--- config.mk ---
export PLATFORM = sky130hd
export DESIGN_NAME = sswm_front
export DESIGN_NICKNAME = d
export VERILOG_FILES = /design/src/hw/rtl/sswm_pkg.sv /design/src/hw/rtl/sswm_front.sv
export SDC_FILE = /design/constraint.sdc
export NUM_CORES = 1
export LEC_CHECK = 0
export BUFFER_PORTS_ARGS = -buffer_cell sky130_fd_sc_hd__buf_2
export CORE_MARGIN = 3
export CORE_UTILIZATION = 59
export CTS_CLUSTER_DIAMETER = 80
export DETAILED_ROUTE_END_ITERATION = 10
export GPL_TIMING_DRIVEN = 0
export PLACE_DENSITY = 0.9
export SKIP_LAST_GASP = 1
export SLEW_MARGIN = 20
export SYNTH_ARGS = -nofsm -noshare
export SYNTH_HDL_FRONTEND = slang
export SYNTH_SLANG_ARGS = --single-unit
--- constraint.sdc ---
create_clock -name clk -period 7.1 [get_ports clk]
set_clock_uncertainty 0.15 [all_clocks]
set_input_delay 0.71 -clock clk [delete_from_list [all_inputs] [get_ports clk]]
set_output_delay 0.71 -clock clk [all_outputs]
set_load 0.005 [all_outputs]
--- src/hw/rtl/sswm_pkg.sv ---
// Shared constants, types and the tangent table of the wheel speed mixer.
`default_nettype none
package sswm_pkg;

    localparam int SPD_W            = 16;
    localparam int ANG_W            = 8;
    localparam int DIM_W            = 8;
    localparam int CFG_IDX_W        = 2;
    localparam int MAG_W            = SPD_W + 1;

    localparam int TAN_FRAC_BITS    = 8;
    localparam int FACTOR_FRAC_BITS = 14;

    localparam int Q_W       = FACTOR_FRAC_BITS + 2;
    localparam int TAN_W     = TAN_FRAC_BITS + 6;
    localparam int PROD_W    = TAN_W + DIM_W;
    localparam int RAD_FRAC  = 8;
    localparam int RAD_W     = 22;
    localparam int EXT_W     = PROD_W + RAD_FRAC;
    localparam int TAN_SHIFT = 16 - TAN_FRAC_BITS;
    localparam int TAN_HALF  = (1 << TAN_SHIFT) >> 1;
    localparam int INNER_SHR = (TAN_FRAC_BITS >= RAD_FRAC) ? TAN_FRAC_BITS - RAD_FRAC : 0;
    localparam int INNER_SHL = (TAN_FRAC_BITS >= RAD_FRAC) ? 0 : RAD_FRAC - TAN_FRAC_BITS;

    localparam int ANG_MAX   = 90;
    localparam int SPIN_DEG  = 15;
    localparam int BAND_DEG  = 5;
    localparam int TAN_DEPTH = 90;
    localparam int TAN_LAST  = TAN_DEPTH - 1;
    localparam int IDX_W     = 7;

    localparam int QDEPTH = 4;
    localparam int PTR_W  = $clog2(QDEPTH);
    localparam int CNT_W  = $clog2(QDEPTH + 1);

    localparam logic [Q_W-1:0] FAC_ONE  = Q_W'(1) << FACTOR_FRAC_BITS;
    localparam logic [Q_W-1:0] FAC_1P5  = Q_W'(3) << (FACTOR_FRAC_BITS - 1);
    localparam logic [Q_W-1:0] FAC_0P75 = Q_W'(3) << (FACTOR_FRAC_BITS - 2);
    localparam logic [Q_W-1:0] FAC_MAX  = '1;

    localparam logic [DIM_W-1:0] TRACK_RST = DIM_W'(100);
    localparam logic [DIM_W-1:0] WB_RST    = DIM_W'(100);

    typedef enum logic [CFG_IDX_W-1:0] {
        REG_SIMPLE_MODE = 2'd0,
        REG_TRACK_WIDTH = 2'd1,
        REG_WHEELBASE   = 2'd2
    } cfg_reg_t;

    // tan of 0 to 89 degrees in Q6.16.
    localparam logic [21:0] TAN_Q16 [TAN_DEPTH] = '{
        22'd0, 22'd1144, 22'd2289, 22'd3435, 22'd4583, 22'd5734, 22'd6888, 22'd8047,
        22'd9210, 22'd10380, 22'd11556, 22'd12739, 22'd13930, 22'd15130, 22'd16340,
        22'd17560, 22'd18792, 22'd20036, 22'd21294, 22'd22566, 22'd23853, 22'd25157,
        22'd26478, 22'd27818, 22'd29179, 22'd30560, 22'd31964, 22'd33392, 22'd34846,
        22'd36327, 22'd37837, 22'd39378, 22'd40951, 22'd42560, 22'd44205, 22'd45889,
        22'd47615, 22'd49385, 22'd51202, 22'd53070, 22'd54991, 22'd56970, 22'd59009,
        22'd61113, 22'd63287, 22'd65536, 22'd67865, 22'd70279, 22'd72785, 22'd75391,
        22'd78103, 22'd80930, 22'd83882, 22'd86969, 22'd90203, 22'd93595, 22'd97161,
        22'd100917, 22'd104880, 22'd109070, 22'd113512, 22'd118230, 22'd123255,
        22'd128622, 22'd134369, 22'd140542, 22'd147196, 22'd154393, 22'd162207,
        22'd170727, 22'd180059, 22'd190330, 22'd201699, 22'd214359, 22'd228551,
        22'd244584, 22'd262851, 22'd283868, 22'd308323, 22'd337153, 22'd371673,
        22'd413778, 22'd466313, 22'd533748, 22'd623533, 22'd749080, 22'd937208,
        22'd1250501, 22'd1876705, 22'd3754555
    };

    function automatic logic [TAN_W-1:0] tan_fx(input logic [IDX_W-1:0] d);
        logic [22:0] v;
        v = {1'b0, TAN_Q16[d]} + 23'(TAN_HALF);
        return TAN_W'(v >> TAN_SHIFT);
    endfunction

    typedef struct packed {
        logic [MAG_W-1:0] mag;
        logic             s_neg;
        logic             flip_l;
        logic             flip_r;
        logic             div_en;
        logic             turn_right;
        logic [Q_W-1:0]   fac_l;
        logic [Q_W-1:0]   fac_r;
        logic             sat_o;
        logic             zero_i;
    } ctl_t;

    typedef struct packed {
        ctl_t             ctl;
        logic [RAD_W-1:0] num_o;
        logic [RAD_W-1:0] num_i;
        logic [RAD_W-1:0] den;
    } q_item_t;

endpackage
`default_nettype wire

--- src/hw/rtl/sswm_front.sv ---
// Front end: configuration registers, angle classification and radius setup.
`default_nettype none
module sswm_front
    import sswm_pkg::*;
(
    input  wire logic                        clk,
    input  wire logic                        rst_n,
    input  wire logic                        start,
    output logic                             busy,
    input  wire logic signed [SPD_W-1:0]     speed,
    input  wire logic signed [ANG_W-1:0]     steer_angle,
    input  wire logic                        cfg_we,
    input  wire logic [CFG_IDX_W-1:0]        cfg_index,
    input  wire logic [DIM_W-1:0]            cfg_wdata,
    input  wire logic [CNT_W-1:0]            q_count,
    output logic                             push,
    output q_item_t                          push_item
);

    localparam logic signed [ANG_W-1:0] ANG_HI = ANG_W'(ANG_MAX);
    localparam logic signed [ANG_W-1:0] ANG_LO = -ANG_W'(ANG_MAX);

    logic                    simple_mode_reg, simple_mode_next;
    logic [DIM_W-1:0]        track_reg, track_next;
    logic [DIM_W-1:0]        wheelbase_reg, wheelbase_next;

    logic                    s1_valid_reg, s1_valid_next;
    logic signed [SPD_W-1:0] s1_speed_reg, s1_speed_next;
    logic [IDX_W-1:0]        s1_abs_reg, s1_abs_next;
    logic                    s1_pos_reg, s1_pos_next;
    logic                    s1_zero_reg, s1_zero_next;
    logic [TAN_W-1:0]        s1_tan_reg, s1_tan_next;

    logic                    s2_valid_reg, s2_valid_next;
    ctl_t                    s2_ctl_reg, s2_ctl_next;
    logic [PROD_W-1:0]       s2_prod_reg, s2_prod_next;

    logic                    accept;
    logic signed [ANG_W-1:0] ang_clamp;
    logic [IDX_W-1:0]        ang_abs;
    logic [IDX_W-1:0]        tan_idx;
    logic signed [MAG_W-1:0] sp_ext;
    logic [EXT_W-1:0]        prod_ext;
    logic [RAD_W-1:0]        inner;
    logic [RAD_W-1:0]        middle;
    logic [RAD_W-1:0]        num_o;
    logic [CNT_W:0]          pending;

    assign pending = {1'b0, q_count} + (CNT_W + 1)'(s1_valid_reg)
                   + (CNT_W + 1)'(s2_valid_reg);
    assign busy    = pending >= (CNT_W + 1)'(QDEPTH);
    assign accept  = start && !busy;

    always_comb
    begin
        simple_mode_next = simple_mode_reg;
        track_next       = track_reg;
        wheelbase_next   = wheelbase_reg;
        if (cfg_we)
        begin
            case (cfg_index)
                REG_SIMPLE_MODE: simple_mode_next = cfg_wdata[0];
                REG_TRACK_WIDTH: track_next       = cfg_wdata;
                REG_WHEELBASE:   wheelbase_next   = cfg_wdata;
                default:         simple_mode_next = simple_mode_reg;
            endcase
        end
    end

    always_comb
    begin
        if (steer_angle > ANG_HI)
        begin
            ang_clamp = ANG_HI;
        end
        else if (steer_angle < ANG_LO)
        begin
            ang_clamp = ANG_LO;
        end
        else
        begin
            ang_clamp = steer_angle;
        end
        ang_abs = ang_clamp[ANG_W-1] ? IDX_W'(-ang_clamp) : IDX_W'(ang_clamp);
        tan_idx = (ang_abs == '0) ? IDX_W'(TAN_LAST) : IDX_W'(ANG_MAX) - ang_abs;

        s1_valid_next = accept;
        s1_speed_next = speed;
        s1_abs_next   = ang_abs;
        s1_pos_next   = !ang_clamp[ANG_W-1] && (ang_abs != '0);
        s1_zero_next  = (ang_abs == '0);
        s1_tan_next   = tan_fx(tan_idx);
    end

    always_comb
    begin
        sp_ext = MAG_W'(s1_speed_reg);

        s2_valid_next          = s1_valid_reg;
        s2_prod_next           = PROD_W'(s1_tan_reg) * PROD_W'(wheelbase_reg);
        s2_ctl_next.mag        = s1_speed_reg[SPD_W-1] ? MAG_W'(-sp_ext) : MAG_W'(sp_ext);
        s2_ctl_next.s_neg      = s1_speed_reg[SPD_W-1];
        s2_ctl_next.flip_l     = 1'b0;
        s2_ctl_next.flip_r     = 1'b0;
        s2_ctl_next.div_en     = 1'b0;
        s2_ctl_next.turn_right = s1_pos_reg;
        s2_ctl_next.fac_l      = FAC_ONE;
        s2_ctl_next.fac_r      = FAC_ONE;
        s2_ctl_next.sat_o      = 1'b0;
        s2_ctl_next.zero_i     = 1'b0;

        if (!s1_zero_reg)
        begin
            if (simple_mode_reg)
            begin
                if (s1_abs_reg > IDX_W'(SPIN_DEG))
                begin
                    s2_ctl_next.fac_l  = FAC_1P5;
                    s2_ctl_next.fac_r  = FAC_1P5;
                    s2_ctl_next.flip_l = !s1_pos_reg;
                    s2_ctl_next.flip_r = s1_pos_reg;
                end
                else if (s1_abs_reg > IDX_W'(BAND_DEG))
                begin
                    s2_ctl_next.fac_l = s1_pos_reg ? FAC_1P5 : FAC_0P75;
                    s2_ctl_next.fac_r = s1_pos_reg ? FAC_0P75 : FAC_1P5;
                end
            end
            else
            begin
                s2_ctl_next.div_en = 1'b1;
            end
        end
    end

    always_comb
    begin
        prod_ext = EXT_W'(s2_prod_reg);
        inner    = RAD_W'((prod_ext << INNER_SHL) >> INNER_SHR);
        middle   = inner + (RAD_W'(track_reg >> 1) << RAD_FRAC);
        num_o    = inner + (RAD_W'(track_reg) << RAD_FRAC);

        push_item.ctl        = s2_ctl_reg;
        push_item.ctl.sat_o  = {2'b00, num_o} >= {middle, 2'b00};
        push_item.ctl.zero_i = (middle == '0);
        push_item.num_o      = num_o;
        push_item.num_i      = inner;
        push_item.den        = middle;
    end

    assign push = s2_valid_reg;

    always_ff @(posedge clk or negedge rst_n)
    begin
        if (!rst_n)
        begin
            simple_mode_reg <= 1'b0;
            track_reg       <= TRACK_RST;
            wheelbase_reg   <= WB_RST;
            s1_valid_reg    <= 1'b0;
            s2_valid_reg    <= 1'b0;
        end
        else
        begin
            simple_mode_reg <= simple_mode_next;
            track_reg       <= track_next;
            wheelbase_reg   <= wheelbase_next;
            s1_valid_reg    <= s1_valid_next;
            s2_valid_reg    <= s2_valid_next;
        end
    end

    always_ff @(posedge clk)
    begin
        s1_speed_reg <= s1_speed_next;
        s1_abs_reg   <= s1_abs_next;
        s1_pos_reg   <= s1_pos_next;
        s1_zero_reg  <= s1_zero_next;
        s1_tan_reg   <= s1_tan_next;
        s2_ctl_reg   <= s2_ctl_next;
        s2_prod_reg  <= s2_prod_next;
    end

`ifndef ASSERT_OFF
    a_accept_to_push: assert property (@(posedge clk) disable iff (!rst_n)
        accept |-> ##2 push)
        else $error("Accepted item did not reach the queue two cycles later.");
`endif

endmodule
`default_nettype wire

==> results.py <==
metrics = {
    "status": {
        "outcome": "complete, no violations",
    },
    "synth": {
        "synthDistinctLibCells": 104,
        "synthArstFlopShare_pct": 17.92,
        "syn_area_per_cell_um2": 8.902,
        "synth_most_common_cell": "inv_1",
        "synth_area_leaders": "dfxtp_1, fa_1, ha_1",
        "synth_cells": 1191,
        "synth_top_cell_by_area": "dfxtp_1",
        "synthFlopType": "dfxtp_1",
        "yosysWarnings": 0,
        "synth_top_cell_area_share_pct": 16.43,
        "synth_seq_cells": 106,
        "ys_seq_area_share_pct": 20.98,
        "synth_edf_count": 0,
        "ys_top_cells_by_count": "inv_1, nand2_1, ha_1",
        "synth_area_mm2": 0.01060,
    },
    "clock_tree": {
        "cts.htree.levels": 3,
        "ctsHoldBuffers": 0,
        "root_buffer": "clkbuf_16",
        "cts.sinks": 106,
        "clock_latency_ns": 0.36,
        "cts_buffer_depth": 2,
        "clkTransAtPathRegs_ns": 0.08,
        "cts_tree": "done",
        "numCtsBuffers": 9,
    },
    "layout": {
        "area_delta_synth_final_pct": 13.95,
        "fillers": 1324,
        "ff_latch_area_mm2": 0.002225,
        "finalInstanceArea_mm2": 0.01208,
        "drive_above_1_share_pct": 22.64,
        "diodes": 0,
        "nets": 1579,
        "multi_input_area_mm2": 0.007480,
        "largest_reg_flops": 27,
    },
    "pwr": {
        "p_leak_nw": 5.916,
        "p_per_area_mw_per_mm2": 576.0,
        "peakVddDrop_v": 0.0004691,
    },
    "floorplanning": {
        "pin_count": 165,
        "start_util_pct": 60.88,
        "die_height_um": 140.1,
        "die-area_mm2": 0.01962,
        "core_mm2": 0.01742,
        "placementRows": 48,
        "die-width_um": 140.1,
    },
    "place": {
        "routabilityCongestion": 1.057,
        "postPlaceCellArea_mm2": 0.01167,
        "place.port_buffers": 137,
        "hpwl_um": 23340,
    },
    "worst_setup_path": {
        "r2r_cells": 16,
        "timing.rr.end": "inner[20]",
        "path_common_cell": "ha_1",
        "crit_path_max_fanout": 13,
        "setup.worst_path.start_class": "input pin",
        "crit_path_end_kind": "register",
        "reg2reg_setup_slack_ns": 1.25,
        "r2r-start": "wheelbase_reg[6]",
        "crit_path_max_incr_delay_ns": 0.47,
        "cp.arrival_ns": 6.89,
        "slowest_stage": "buf_1",
        "cp.required_ns": 7.24,
        "path_class": "input pin to register",
    },
    "global_route": {
        "grt_max_degree": 23,
        "grt.overflow.total": 0,
        "track_usage_pct": 29.88,
        "grt_pass1_vias": 9570,
        "grt_pass1_wl_um": 48080,
        "grt_antenna_before_repair": 0,
    },
    "route": {
        "wire_per_inst_um": 18.40,
        "wl_um": 29500,
        "vias": 9467,
        "antenna_left": 0,
        "highest_layer": "met4",
        "dr.pass1.iters": 5,
        "wl_met1_um": 10960,
        "drtIter0Drc": 742,
        "met2_wirelength_um": 14460,
        "drc": 0,
        "routed_via_density": 5.906,
        "wl_met3_um": 2553,
    },
    "timing": {
        "fmax_mhz": 148.2,
        "tightest_slew_ns": 0.8744,
        "hold_viol": 0,
        "slew_headroom_pct": 41.71,
        "period_share_pct": 95.04,
        "slew_viol_final": 0,
        "setup_tns_ns": 0,
        "finalSetupViolations": 0,
        "grt_setup_unrepaired": "false",
        "fin_crit_ns": 6.748,
    },
    "min_path": {
        "hold_class": "input pin to asynchronous set/reset pin",
    },
    "run": {
        "max-cap-violations": 0,
    },
}
==> critical path, delay by kind of cell <==
family / cells / cell delay [ns]
buf+inv: 9 / 1.98
fa+ha+maj: 5 / 1.47
compound gates: 7 / 1.39
simple gates: 7 / 1.15
xor+xnor: 1 / 0.19
==> power breakdown <==
| group | internal [W] | switching, W |
|---|---|---|
| logic | 0.00244 | 0.00300 |
| clock network | 0.000256 | 0.000254 |
| registers | 0.000804 | 0.000207 |
==> kinds of logic after synthesis <==
family / share of synthesized area (%)
and+or+nand+nor: 16.71
AOI/OAI and AO/OA: 18.56
buffers and inverters: 9.736
adders and majority gates: 24.90
DFF: 20.98
xor gates and xnor gates: 6.502
muxes: 2.573
other: 0.03537
==> placed cells by master (no fill, tap or decap), drive strengths merged, types with 10 or more instances in the layout <==
cell type and count:
buf 214, inv 133, nand2 108, ha 91, dfxtp 87, fa 74
a21oi 66, and2 65, xnor2 58, nor2 58, o21ai 50, nor3 28
conb 27, clkbuf 25, a21o 19, nand3 19, mux2 18, xor2 16
o211ai 15, a211oi 15, dfrtp 13, nand4 12, nor4 10
==> per-stage QoR <==
stage / power [W] / setup slack [ns] / hold slack (ns) / std cells / utilization [%]
after global routing: 0.007697 / 0.01328 / 0.1599 / 1603 / 69.37
final: 0.006959 / 0.3518 / 0.1254 / 1603 / 69.37
after floorplan: 0.004998 / 0.5663 / 0.2019 / 1217 / -
after CTS: 0.006898 / 0.03731 / 0.1409 / 1598 / 69.03
after detailed placement: 0.006318 / -1.441 / 0.2120 / 1579 / 66.99
after global placement: 0.006079 / -1.359 / 0.2063 / 1579 / 66.99
==> area by class of cell <==
type / instances / share of cell area [%]
Sequential cell: 106 / 18.41
Clock inverter: 7 / 0.7146
Timing Repair Buffer: 145 / 6.172
Buffer: 85 / 4.577
Inverter: 128 / 4.018
Multi-Input combinational cell: 898 / 61.91
Clock buffer: 9 / 1.864
Tap cell: 225 / 2.330
==> worst max-delay path by stage <==
stage / depth (start not counted) / from / end
finish: 29 / steer_angle[2] / s1_tan_reg[11]
global route: 29 / steer_angle[4] / s1_tan_reg[11]
CTS: 31 / steer_angle[2] / s1_tan_reg[11]
detailed placement: 32 / steer_angle[3] / s1_tan_reg[11]
global placement: 32 / steer_angle[4] / s1_tan_reg[11]
floorplan: 32 / steer_angle[4] / s1_tan_reg[9]
==> metal layers <==
metal  GRT usage (%)  vias to the layer above
li1                -                     4399
met1           35.85                     4397
met2           52.14                      541
met3           4.985                      130
met4           14.38                        0
met5               0                        -
==> what timing repair did <==
action                                  CTS  global route
buffers inserted                          3             5
pin swaps                                 4             3
gates resized for setup                   8            10
endpoints found under the setup margin   13             9
No activity file was read; power rests on OpenSTA's default activity.
