==> config.mk <==
export PLATFORM = sky130hd
export DESIGN_NAME = sswm_back
export DESIGN_NICKNAME = d
export VERILOG_FILES = /design/src/hw/rtl/sswm_pkg.sv /design/src/hw/rtl/sswm_div.sv /design/src/hw/rtl/sswm_back.sv
export SDC_FILE = /design/constraint.sdc
export NUM_CORES = 2
export LEC_CHECK = 0
export ABC_AREA = 1
export ABC_CLOCK_PERIOD_IN_PS = 8300
export CAP_MARGIN = 10
export CORE_MARGIN = 5
export CORE_UTILIZATION = 64
export CTS_CLUSTER_SIZE = 16
export DETAILED_ROUTE_END_ITERATION = 7
export DONT_BUFFER_PORTS = 1
export GPL_TIMING_DRIVEN = 0
export PLACE_DENSITY = 0.86
export SETUP_SLACK_MARGIN = 0.2
export SLEW_MARGIN = 20
export SYNTH_ARGS = -nofsm -noshare
export SYNTH_HDL_FRONTEND = slang
export SYNTH_SLANG_ARGS = --single-unit
==> constraint.sdc <==
create_clock -name clk -period 8.3 [get_ports clk]
set_clock_uncertainty 0.15 [all_clocks]
set_input_delay 1.66 -clock clk [delete_from_list [all_inputs] [get_ports clk]]
set_output_delay 1.66 -clock clk [all_outputs]
set_load 0.05 [all_outputs]
==> src/hw/rtl/sswm_pkg.sv <==
// Shared constants, types and the tangent table of the wheel speed mixer.
`default_nettype none
package sswm_pkg;

    localparam int SPD_W            = 16;
    localparam int ANG_W            = 8;
    localparam int DIM_W            = 8;
    localparam int CFG_IDX_W        = 2;
    localparam int MAG_W            = SPD_W + 1;

    localparam int TAN_FRAC_BITS    = 8;
    localparam int FACTOR_FRAC_BITS = 14;

    localparam int Q_W       = FACTOR_FRAC_BITS + 2;
    localparam int TAN_W     = TAN_FRAC_BITS + 6;
    localparam int PROD_W    = TAN_W + DIM_W;
    localparam int RAD_FRAC  = 8;
    localparam int RAD_W     = 22;
    localparam int EXT_W     = PROD_W + RAD_FRAC;
    localparam int TAN_SHIFT = 16 - TAN_FRAC_BITS;
    localparam int TAN_HALF  = (1 << TAN_SHIFT) >> 1;
    localparam int INNER_SHR = (TAN_FRAC_BITS >= RAD_FRAC) ? TAN_FRAC_BITS - RAD_FRAC : 0;
    localparam int INNER_SHL = (TAN_FRAC_BITS >= RAD_FRAC) ? 0 : RAD_FRAC - TAN_FRAC_BITS;

    localparam int ANG_MAX   = 90;
    localparam int SPIN_DEG  = 15;
    localparam int BAND_DEG  = 5;
    localparam int TAN_DEPTH = 90;
    localparam int TAN_LAST  = TAN_DEPTH - 1;
    localparam int IDX_W     = 7;

    localparam int QDEPTH = 4;
    localparam int PTR_W  = $clog2(QDEPTH);
    localparam int CNT_W  = $clog2(QDEPTH + 1);

    localparam logic [Q_W-1:0] FAC_ONE  = Q_W'(1) << FACTOR_FRAC_BITS;
    localparam logic [Q_W-1:0] FAC_1P5  = Q_W'(3) << (FACTOR_FRAC_BITS - 1);
    localparam logic [Q_W-1:0] FAC_0P75 = Q_W'(3) << (FACTOR_FRAC_BITS - 2);
    localparam logic [Q_W-1:0] FAC_MAX  = '1;

    localparam logic [DIM_W-1:0] TRACK_RST = DIM_W'(100);
    localparam logic [DIM_W-1:0] WB_RST    = DIM_W'(100);

    typedef enum logic [CFG_IDX_W-1:0] {
        REG_SIMPLE_MODE = 2'd0,
        REG_TRACK_WIDTH = 2'd1,
        REG_WHEELBASE   = 2'd2
    } cfg_reg_t;

    // tan of 0 to 89 degrees in Q6.16.
    localparam logic [21:0] TAN_Q16 [TAN_DEPTH] = '{
        22'd0, 22'd1144, 22'd2289, 22'd3435, 22'd4583, 22'd5734, 22'd6888, 22'd8047,
        22'd9210, 22'd10380, 22'd11556, 22'd12739, 22'd13930, 22'd15130, 22'd16340,
        22'd17560, 22'd18792, 22'd20036, 22'd21294, 22'd22566, 22'd23853, 22'd25157,
        22'd26478, 22'd27818, 22'd29179, 22'd30560, 22'd31964, 22'd33392, 22'd34846,
        22'd36327, 22'd37837, 22'd39378, 22'd40951, 22'd42560, 22'd44205, 22'd45889,
        22'd47615, 22'd49385, 22'd51202, 22'd53070, 22'd54991, 22'd56970, 22'd59009,
        22'd61113, 22'd63287, 22'd65536, 22'd67865, 22'd70279, 22'd72785, 22'd75391,
        22'd78103, 22'd80930, 22'd83882, 22'd86969, 22'd90203, 22'd93595, 22'd97161,
        22'd100917, 22'd104880, 22'd109070, 22'd113512, 22'd118230, 22'd123255,
        22'd128622, 22'd134369, 22'd140542, 22'd147196, 22'd154393, 22'd162207,
        22'd170727, 22'd180059, 22'd190330, 22'd201699, 22'd214359, 22'd228551,
        22'd244584, 22'd262851, 22'd283868, 22'd308323, 22'd337153, 22'd371673,
        22'd413778, 22'd466313, 22'd533748, 22'd623533, 22'd749080, 22'd937208,
        22'd1250501, 22'd1876705, 22'd3754555
    };

    function automatic logic [TAN_W-1:0] tan_fx(input logic [IDX_W-1:0] d);
        logic [22:0] v;
        v = {1'b0, TAN_Q16[d]} + 23'(TAN_HALF);
        return TAN_W'(v >> TAN_SHIFT);
    endfunction

    typedef struct packed {
        logic [MAG_W-1:0] mag;
        logic             s_neg;
        logic             flip_l;
        logic             flip_r;
        logic             div_en;
        logic             turn_right;
        logic [Q_W-1:0]   fac_l;
        logic [Q_W-1:0]   fac_r;
        logic             sat_o;
        logic             zero_i;
    } ctl_t;

    typedef struct packed {
        ctl_t             ctl;
        logic [RAD_W-1:0] num_o;
        logic [RAD_W-1:0] num_i;
        logic [RAD_W-1:0] den;
    } q_item_t;

endpackage
`default_nettype wire

==> src/hw/rtl/sswm_div.sv <==
// Pipelined restoring divider that yields one quotient bit per stage.
`default_nettype none
module sswm_div
    import sswm_pkg::*;
(
    input  wire logic             clk,
    input  wire logic [RAD_W-1:0] num,
    input  wire logic [RAD_W-1:0] den,
    output logic [Q_W-1:0]        quo
);

    logic [RAD_W-1:0] rem_reg [Q_W];
    logic [RAD_W-1:0] rem_next [Q_W];
    logic [Q_W-1:0]   low_reg [Q_W];
    logic [Q_W-1:0]   low_next [Q_W];
    logic [Q_W-1:0]   quo_reg [Q_W];
    logic [Q_W-1:0]   quo_next [Q_W];
    logic [RAD_W-1:0] den_reg [Q_W];
    logic [RAD_W-1:0] den_next [Q_W];

    logic [RAD_W-1:0] rem_in [Q_W];
    logic [Q_W-1:0]   low_in [Q_W];
    logic [Q_W-1:0]   quo_in [Q_W];
    logic [RAD_W-1:0] den_in [Q_W];
    logic [RAD_W:0]   trial [Q_W];

    always_comb
    begin
        rem_in[0] = num >> 2;
        low_in[0] = {num[1:0], FACTOR_FRAC_BITS'(0)};
        quo_in[0] = '0;
        den_in[0] = den;
        for (int i = 1; i < Q_W; i++)
        begin
            rem_in[i] = rem_reg[i-1];
            low_in[i] = low_reg[i-1];
            quo_in[i] = quo_reg[i-1];
            den_in[i] = den_reg[i-1];
        end
        for (int i = 0; i < Q_W; i++)
        begin
            trial[i] = {rem_in[i], low_in[i][Q_W-1]};
            if (trial[i] >= {1'b0, den_in[i]})
            begin
                rem_next[i] = RAD_W'(trial[i] - {1'b0, den_in[i]});
                quo_next[i] = {quo_in[i][Q_W-2:0], 1'b1};
            end
            else
            begin
                rem_next[i] = trial[i][RAD_W-1:0];
                quo_next[i] = {quo_in[i][Q_W-2:0], 1'b0};
            end
            low_next[i] = low_in[i] << 1;
            den_next[i] = den_in[i];
        end
    end

    always_ff @(posedge clk)
    begin
        for (int i = 0; i < Q_W; i++)
        begin
            rem_reg[i] <= rem_next[i];
            low_reg[i] <= low_next[i];
            quo_reg[i] <= quo_next[i];
            den_reg[i] <= den_next[i];
        end
    end

    assign quo = quo_reg[Q_W-1];

endmodule
`default_nettype wire

==> src/hw/rtl/sswm_back.sv <==
// Back end: factor division, speed scaling and output saturation.
`default_nettype none
module sswm_back
    import sswm_pkg::*;
(
    input  wire logic              clk,
    input  wire logic              rst_n,
    input  wire logic              item_valid,
    input  wire q_item_t           item,
    output logic                   done,
    output logic signed [SPD_W-1:0] left_speed,
    output logic signed [SPD_W-1:0] right_speed
);

    localparam int PRD_W    = MAG_W + Q_W;
    localparam int SCL_W    = PRD_W - FACTOR_FRAC_BITS;
    localparam int BACK_LAT = Q_W + 2;
    localparam int SPD_POS_LIM = (1 << (SPD_W - 1)) - 1;
    localparam int SPD_NEG_LIM = 1 << (SPD_W - 1);
    localparam logic signed [SPD_W-1:0] SPD_MAX = SPD_W'(SPD_POS_LIM);
    localparam logic signed [SPD_W-1:0] SPD_MIN = SPD_W'(SPD_NEG_LIM);

    function automatic logic signed [SPD_W-1:0] sat_spd(input logic [SCL_W-1:0] pm,
                                                        input logic neg);
        logic signed [SPD_W-1:0] r;
        if (neg)
        begin
            r = (pm > SCL_W'(SPD_NEG_LIM)) ? SPD_MIN : SPD_W'(SCL_W'(0) - pm);
        end
        else
        begin
            r = (pm > SCL_W'(SPD_POS_LIM)) ? SPD_MAX : SPD_W'(pm);
        end
        return r;
    endfunction

    logic                     vld_reg [Q_W];
    logic                     vld_next [Q_W];
    ctl_t                     ctl_reg [Q_W];
    ctl_t                     ctl_next [Q_W];

    logic                     vm_reg, vm_next;
    logic [PRD_W-1:0]         prod_l_reg, prod_l_next;
    logic [PRD_W-1:0]         prod_r_reg, prod_r_next;
    logic                     neg_l_reg, neg_l_next;
    logic                     neg_r_reg, neg_r_next;

    logic                     done_reg, done_next;
    logic signed [SPD_W-1:0]  left_reg, left_next;
    logic signed [SPD_W-1:0]  right_reg, right_next;

    logic [Q_W-1:0]           quo_o;
    logic [Q_W-1:0]           quo_i;
    logic [Q_W-1:0]           fac_o;
    logic [Q_W-1:0]           fac_i;
    logic [Q_W-1:0]           fac_l;
    logic [Q_W-1:0]           fac_r;
    ctl_t                     ctl_end;

    sswm_div u_div_outer
    (
        .clk (clk),
        .num (item.num_o),
        .den (item.den),
        .quo (quo_o)
    );

    sswm_div u_div_inner
    (
        .clk (clk),
        .num (item.num_i),
        .den (item.den),
        .quo (quo_i)
    );

    always_comb
    begin
        vld_next[0] = item_valid;
        ctl_next[0] = item.ctl;
        for (int i = 1; i < Q_W; i++)
        begin
            vld_next[i] = vld_reg[i-1];
            ctl_next[i] = ctl_reg[i-1];
        end
    end

    always_comb
    begin
        ctl_end = ctl_reg[Q_W-1];
        fac_o   = ctl_end.sat_o ? FAC_MAX : quo_o;
        fac_i   = ctl_end.zero_i ? '0 : quo_i;
        if (ctl_end.div_en)
        begin
            fac_l = ctl_end.turn_right ? fac_o : fac_i;
            fac_r = ctl_end.turn_right ? fac_i : fac_o;
        end
        else
        begin
            fac_l = ctl_end.fac_l;
            fac_r = ctl_end.fac_r;
        end
        vm_next     = vld_reg[Q_W-1];
        prod_l_next = PRD_W'(ctl_end.mag) * PRD_W'(fac_l);
        prod_r_next = PRD_W'(ctl_end.mag) * PRD_W'(fac_r);
        neg_l_next  = ctl_end.s_neg ^ ctl_end.flip_l;
        neg_r_next  = ctl_end.s_neg ^ ctl_end.flip_r;
    end

    always_comb
    begin
        done_next  = vm_reg;
        left_next  = sat_spd(SCL_W'(prod_l_reg >> FACTOR_FRAC_BITS), neg_l_reg);
        right_next = sat_spd(SCL_W'(prod_r_reg >> FACTOR_FRAC_BITS), neg_r_reg);
    end

    always_ff @(posedge clk or negedge rst_n)
    begin
        if (!rst_n)
        begin
            for (int i = 0; i < Q_W; i++)
            begin
                vld_reg[i] <= 1'b0;
            end
            vm_reg   <= 1'b0;
            done_reg <= 1'b0;
        end
        else
        begin
            for (int i = 0; i < Q_W; i++)
            begin
                vld_reg[i] <= vld_next[i];
            end
            vm_reg   <= vm_next;
            done_reg <= done_next;
        end
    end

    always_ff @(posedge clk)
    begin
        for (int i = 0; i < Q_W; i++)
        begin
            ctl_reg[i] <= ctl_next[i];
        end
        prod_l_reg <= prod_l_next;
        prod_r_reg <= prod_r_next;
        neg_l_reg  <= neg_l_next;
        neg_r_reg  <= neg_r_next;
        left_reg   <= left_next;
        right_reg  <= right_next;
    end

    assign done        = done_reg;
    assign left_speed  = left_reg;
    assign right_speed = right_reg;

`ifndef ASSERT_OFF
    a_fixed_latency: assert property (@(posedge clk) disable iff (!rst_n)
        item_valid |-> ##(BACK_LAT) done)
        else $error("Item taken from the queue did not complete on schedule.");
`endif

endmodule
`default_nettype wire

==> qor.txt <==
Worst setup path class -> reg2reg
TritonCTS clock tree -> done
Total die area -> 182,000 µm²
Total CTS buffers -> 210
Core area -> 172,000 µm²
RSZ-0062 raised after global routing -> false
Syn. warnings -> 0
CP max FO -> 10
Post-route minimum period -> 7.87 ns
Synthesized area per cell -> 8.47 µm²
Final count of negative-setup-slack endpoints -> 0
Post-route antenna net violation count -> 0
Cell type of the slowest stage on the worst timing path -> fa_1
Synth Flop Type -> dfxtp_1
# placed instances -> 15,400
Met2 wire len -> 153 mm
Total number of vias -> 91,600
Total I/O pin count -> 158
Number of max-capacitance violations reported -> 0
Post-synth EDFFs -> 0
Die extent in x -> 426 µm
Clock-pin slew on the worst setup and hold paths -> 0.08 ns
Clock root buffer -> clkbuf_16
First-pass GRT wire length -> 515 mm
Net count, final -> 14,800
Highest layer used for signal routing -> met5
Flop and latch count out of synthesis -> 2,250
H-tree depth -> 4
Number of remaining DRC errors -> 131
Most used cell, CP -> fa_1
Violations in the final reports -> DRC
Maximum operating frequency -> 0.127 GHz
Clock latency at the later pin of the worst-skew pair -> 0.91 ns
# Post-CTS Setup Buffers -> 0
First-pass detailed-route iteration total -> 8
Category of cells accounting for the largest share of critical-path delay -> adder cells
Arr. time, crit path -> 8.51 ns
Hold Path Class -> reg2reg
Part of the cycle the worst path needs -> 0.949
Detailed Route WL -> 337 mm
Clock tree sinks -> 2,250
Routed met1 length -> 129 mm
Mean number of vias per cell -> 5.79
Count of distinct cell types in the synthesized netlist -> 60
Number of nets in the synthesized netlist -> 14,600
Pin count of the biggest net entering global routing -> 21
Async set or reset register ratio after synthesis -> 0.00800
Layout overhead on the synthesized area -> 9.47%
Antenna violations before repair -> 28
Final cell count without fillers -> 15,800
WP buf/inv -> 7
Req. time, crit path -> 8.94 ns
Sum of net half-perimeters after detailed placement -> 259 mm
Wire per inst -> 21.3 µm
Port-buffer cells -> 0
Detailed router's first-iteration violation count -> 9,789
Sum Neg Setup Slack -> 0 ns
Layout cells sized above 1 -> 0.0663
Proportion of synthesized chip area in sequential cells -> 0.407
Number of hold-slack violations in the final timing report -> 0
Outcome -> finished, violations left
Remaining global-route overflow -> 0
Worst slack on hold paths -> 0.130 ns
Fill cell count -> 13,400
Initial cell density of the core -> 0.645
Placement Rows -> 152
Slew of the pin with the lowest slew margin -> 1.10 ns
Cell area after synthesis -> 111,000 µm²
Max-slew violations -> 0
Relative max-transition margin -> 0.265
GRT Total Usage -> 0.365
Critical path startpoint category -> register
Number of buffers on the longest clock path -> 3
Largest stage delay on the critical path -> 0.56 ns
Die outline height -> 426 µm
Area of the multi-input gates -> 58,100 µm²
Instance count of the mapped netlist -> 13,100
GP Congestion -> 1.02
Flip-flop count of the largest register after layout -> 896
Crit end category -> register
Worst reg2reg setup slack -> 0.43 ns
FF+latch area -> 45,100 µm²
Met3 routed WL -> 29.8 mm
Vias in the first global route -> 90,500
==> final timing paths <==
check | cells past startpoint | start | endpoint
worst min-delay path | 0 | ctl_reg[0][355]$_DFF_P_ | ctl_reg[0][411]$_DFF_P_
worst min register to register | 0 | ctl_reg[0][355]$_DFF_P_ | ctl_reg[0][411]$_DFF_P_
min in group asynchronous | 0 | rst_n | vld_next[14]$_DFF_PN0_
worst max-delay path | 25 | ctl_reg[1][427]$_DFF_P_ | prod_r_reg[32]$_DFF_P_
max in group asynchronous | 0 | rst_n | vld_next[5]$_DFF_PN0_
worst max register to register | 25 | ctl_reg[1][427]$_DFF_P_ | prod_r_reg[32]$_DFF_P_
==> cells by family (layout without fill, tap and decap cells) <==
group	Yosys count	after routing	share of synthesized area
fa+ha+maj	1352	1352	0.183
buf+inv	1889	2280	0.0697
xor+xnor	489	489	0.0386
simple gates	5026	5026	0.193
compound gates	2081	2081	0.109
other cells	0	21	0
flops	2250	2250	0.407
==> cell type report <==
cell class | instances | share of cell area
multi-input combinational | 8948 | 0.478
inverter | 1703 | 0.0532
buffer | 186 | 0.0106
tap | 2310 | 0.0238
sequential | 2250 | 0.372
clock inverter | 104 | 0.0125
clock buffer | 287 | 0.0495
antenna | 21 | 0.000433
==> cells in the final DEF (no fill, tap or decap), drive strengths merged, types with 62 or more instances in the layout <==
master and instances:
clkinv 69, dfxtp 2232, nand3 648, fa 444, nor4 87, nand2 2885
buf 122, nor2 951, o21ai 909, nand4 185, a21oi 796, nor3 154
xor2 208, clkbuf 351, a21o 92, inv 1701, or2 62, ha 908
o21bai 93, xnor2 281
==> timing repair <==
| item | CTS | global route |
|---|---|---|
| gates resized for setup | 0 | 21 |
| setup endpoints to repair | 0 | 9 |
| hold buffers | 0 | 0 |
==> Yosys cell counts, types with 11 or more instances <==
cell,number,area [µm²]
dfrtp_1,18,450
nor4_2,11,138
inv_2,24,90.1
nor2_1,943,3540
nor3_2,12,120
ha_1,908,11400
o21ai_1,239,1200
buf_6,62,698
nor4_1,76,475
a21o_1,92,691
inv_1,1643,6170
clkinv_1,17,63.8
o21a_1,37,278
a211oi_1,49,368
clkbuf_1,59,221
nand3_2,15,150
nand3_1,617,3090
inv_4,18,113
buf_2,43,215
o21ai_0,521,2610
o21ai_2,149,1310
fa_1,444,8890
nand4_1,184,1150
nand2_2,27,169
xor2_1,208,1820
a31oi_1,59,369
or2_2,62,388
nand3_4,16,280
a21oi_2,25,219
dfxtp_1,2232,44700
nand3b_1,38,285
a21oi_1,766,3830
xnor2_1,281,2460
o21bai_1,82,616
nor3_1,142,711
nand2_1,2858,10700
==> worst register-to-register path, cell delays in order (launching register included) <==
cell	delay, ns
dfxtp_1	0.48
buf_2	0.34
buf_2	0.25
buf_2	0.28
nand3_1	0.13
nand2_1	0.45
clkinv_1	0.51
nand2_1	0.19
fa_1	0.42
inv_1	0.08
fa_1	0.45
fa_1	0.54
fa_1	0.53
fa_1	0.55
inv_1	0.06
fa_1	0.56
inv_1	0.06
ha_1	0.36
a21oi_1	0.21
o21ai_0	0.17
a21boi_0	0.40
nor2_1	0.10
a211oi_1	0.29
nand2_1	0.10
nand2_1	0.07
nand2_1	0.05
==> stage by stage <==
stage / cell area [µm²] / setup slack [ns] / utilization
final: 121000 / 0.425 / 0.706
after global routing: 121000 / 0.218 / 0.706
after CTS: 121000 / 0.411 / 0.706
after detailed placement: 114000 / 0.476 / 0.662
after global placement: 114000 / 0.500 / 0.662
after floorplan: 111000 / 2.10 / -
==> metal layers <==
| layer | GRT usage | up-vias |
|---|---|---|
| met5 | 0.00296 | - |
| met4 | 0.226 | 18 |
| met3 | 0.0739 | 1435 |
| met2 | 0.592 | 4833 |
| met1 | 0.448 | 42300 |
| li1 | - | 43000 |
Power is not shown: default switching activity piles up to over one toggle a cycle in this logic, so the estimate is an artifact.
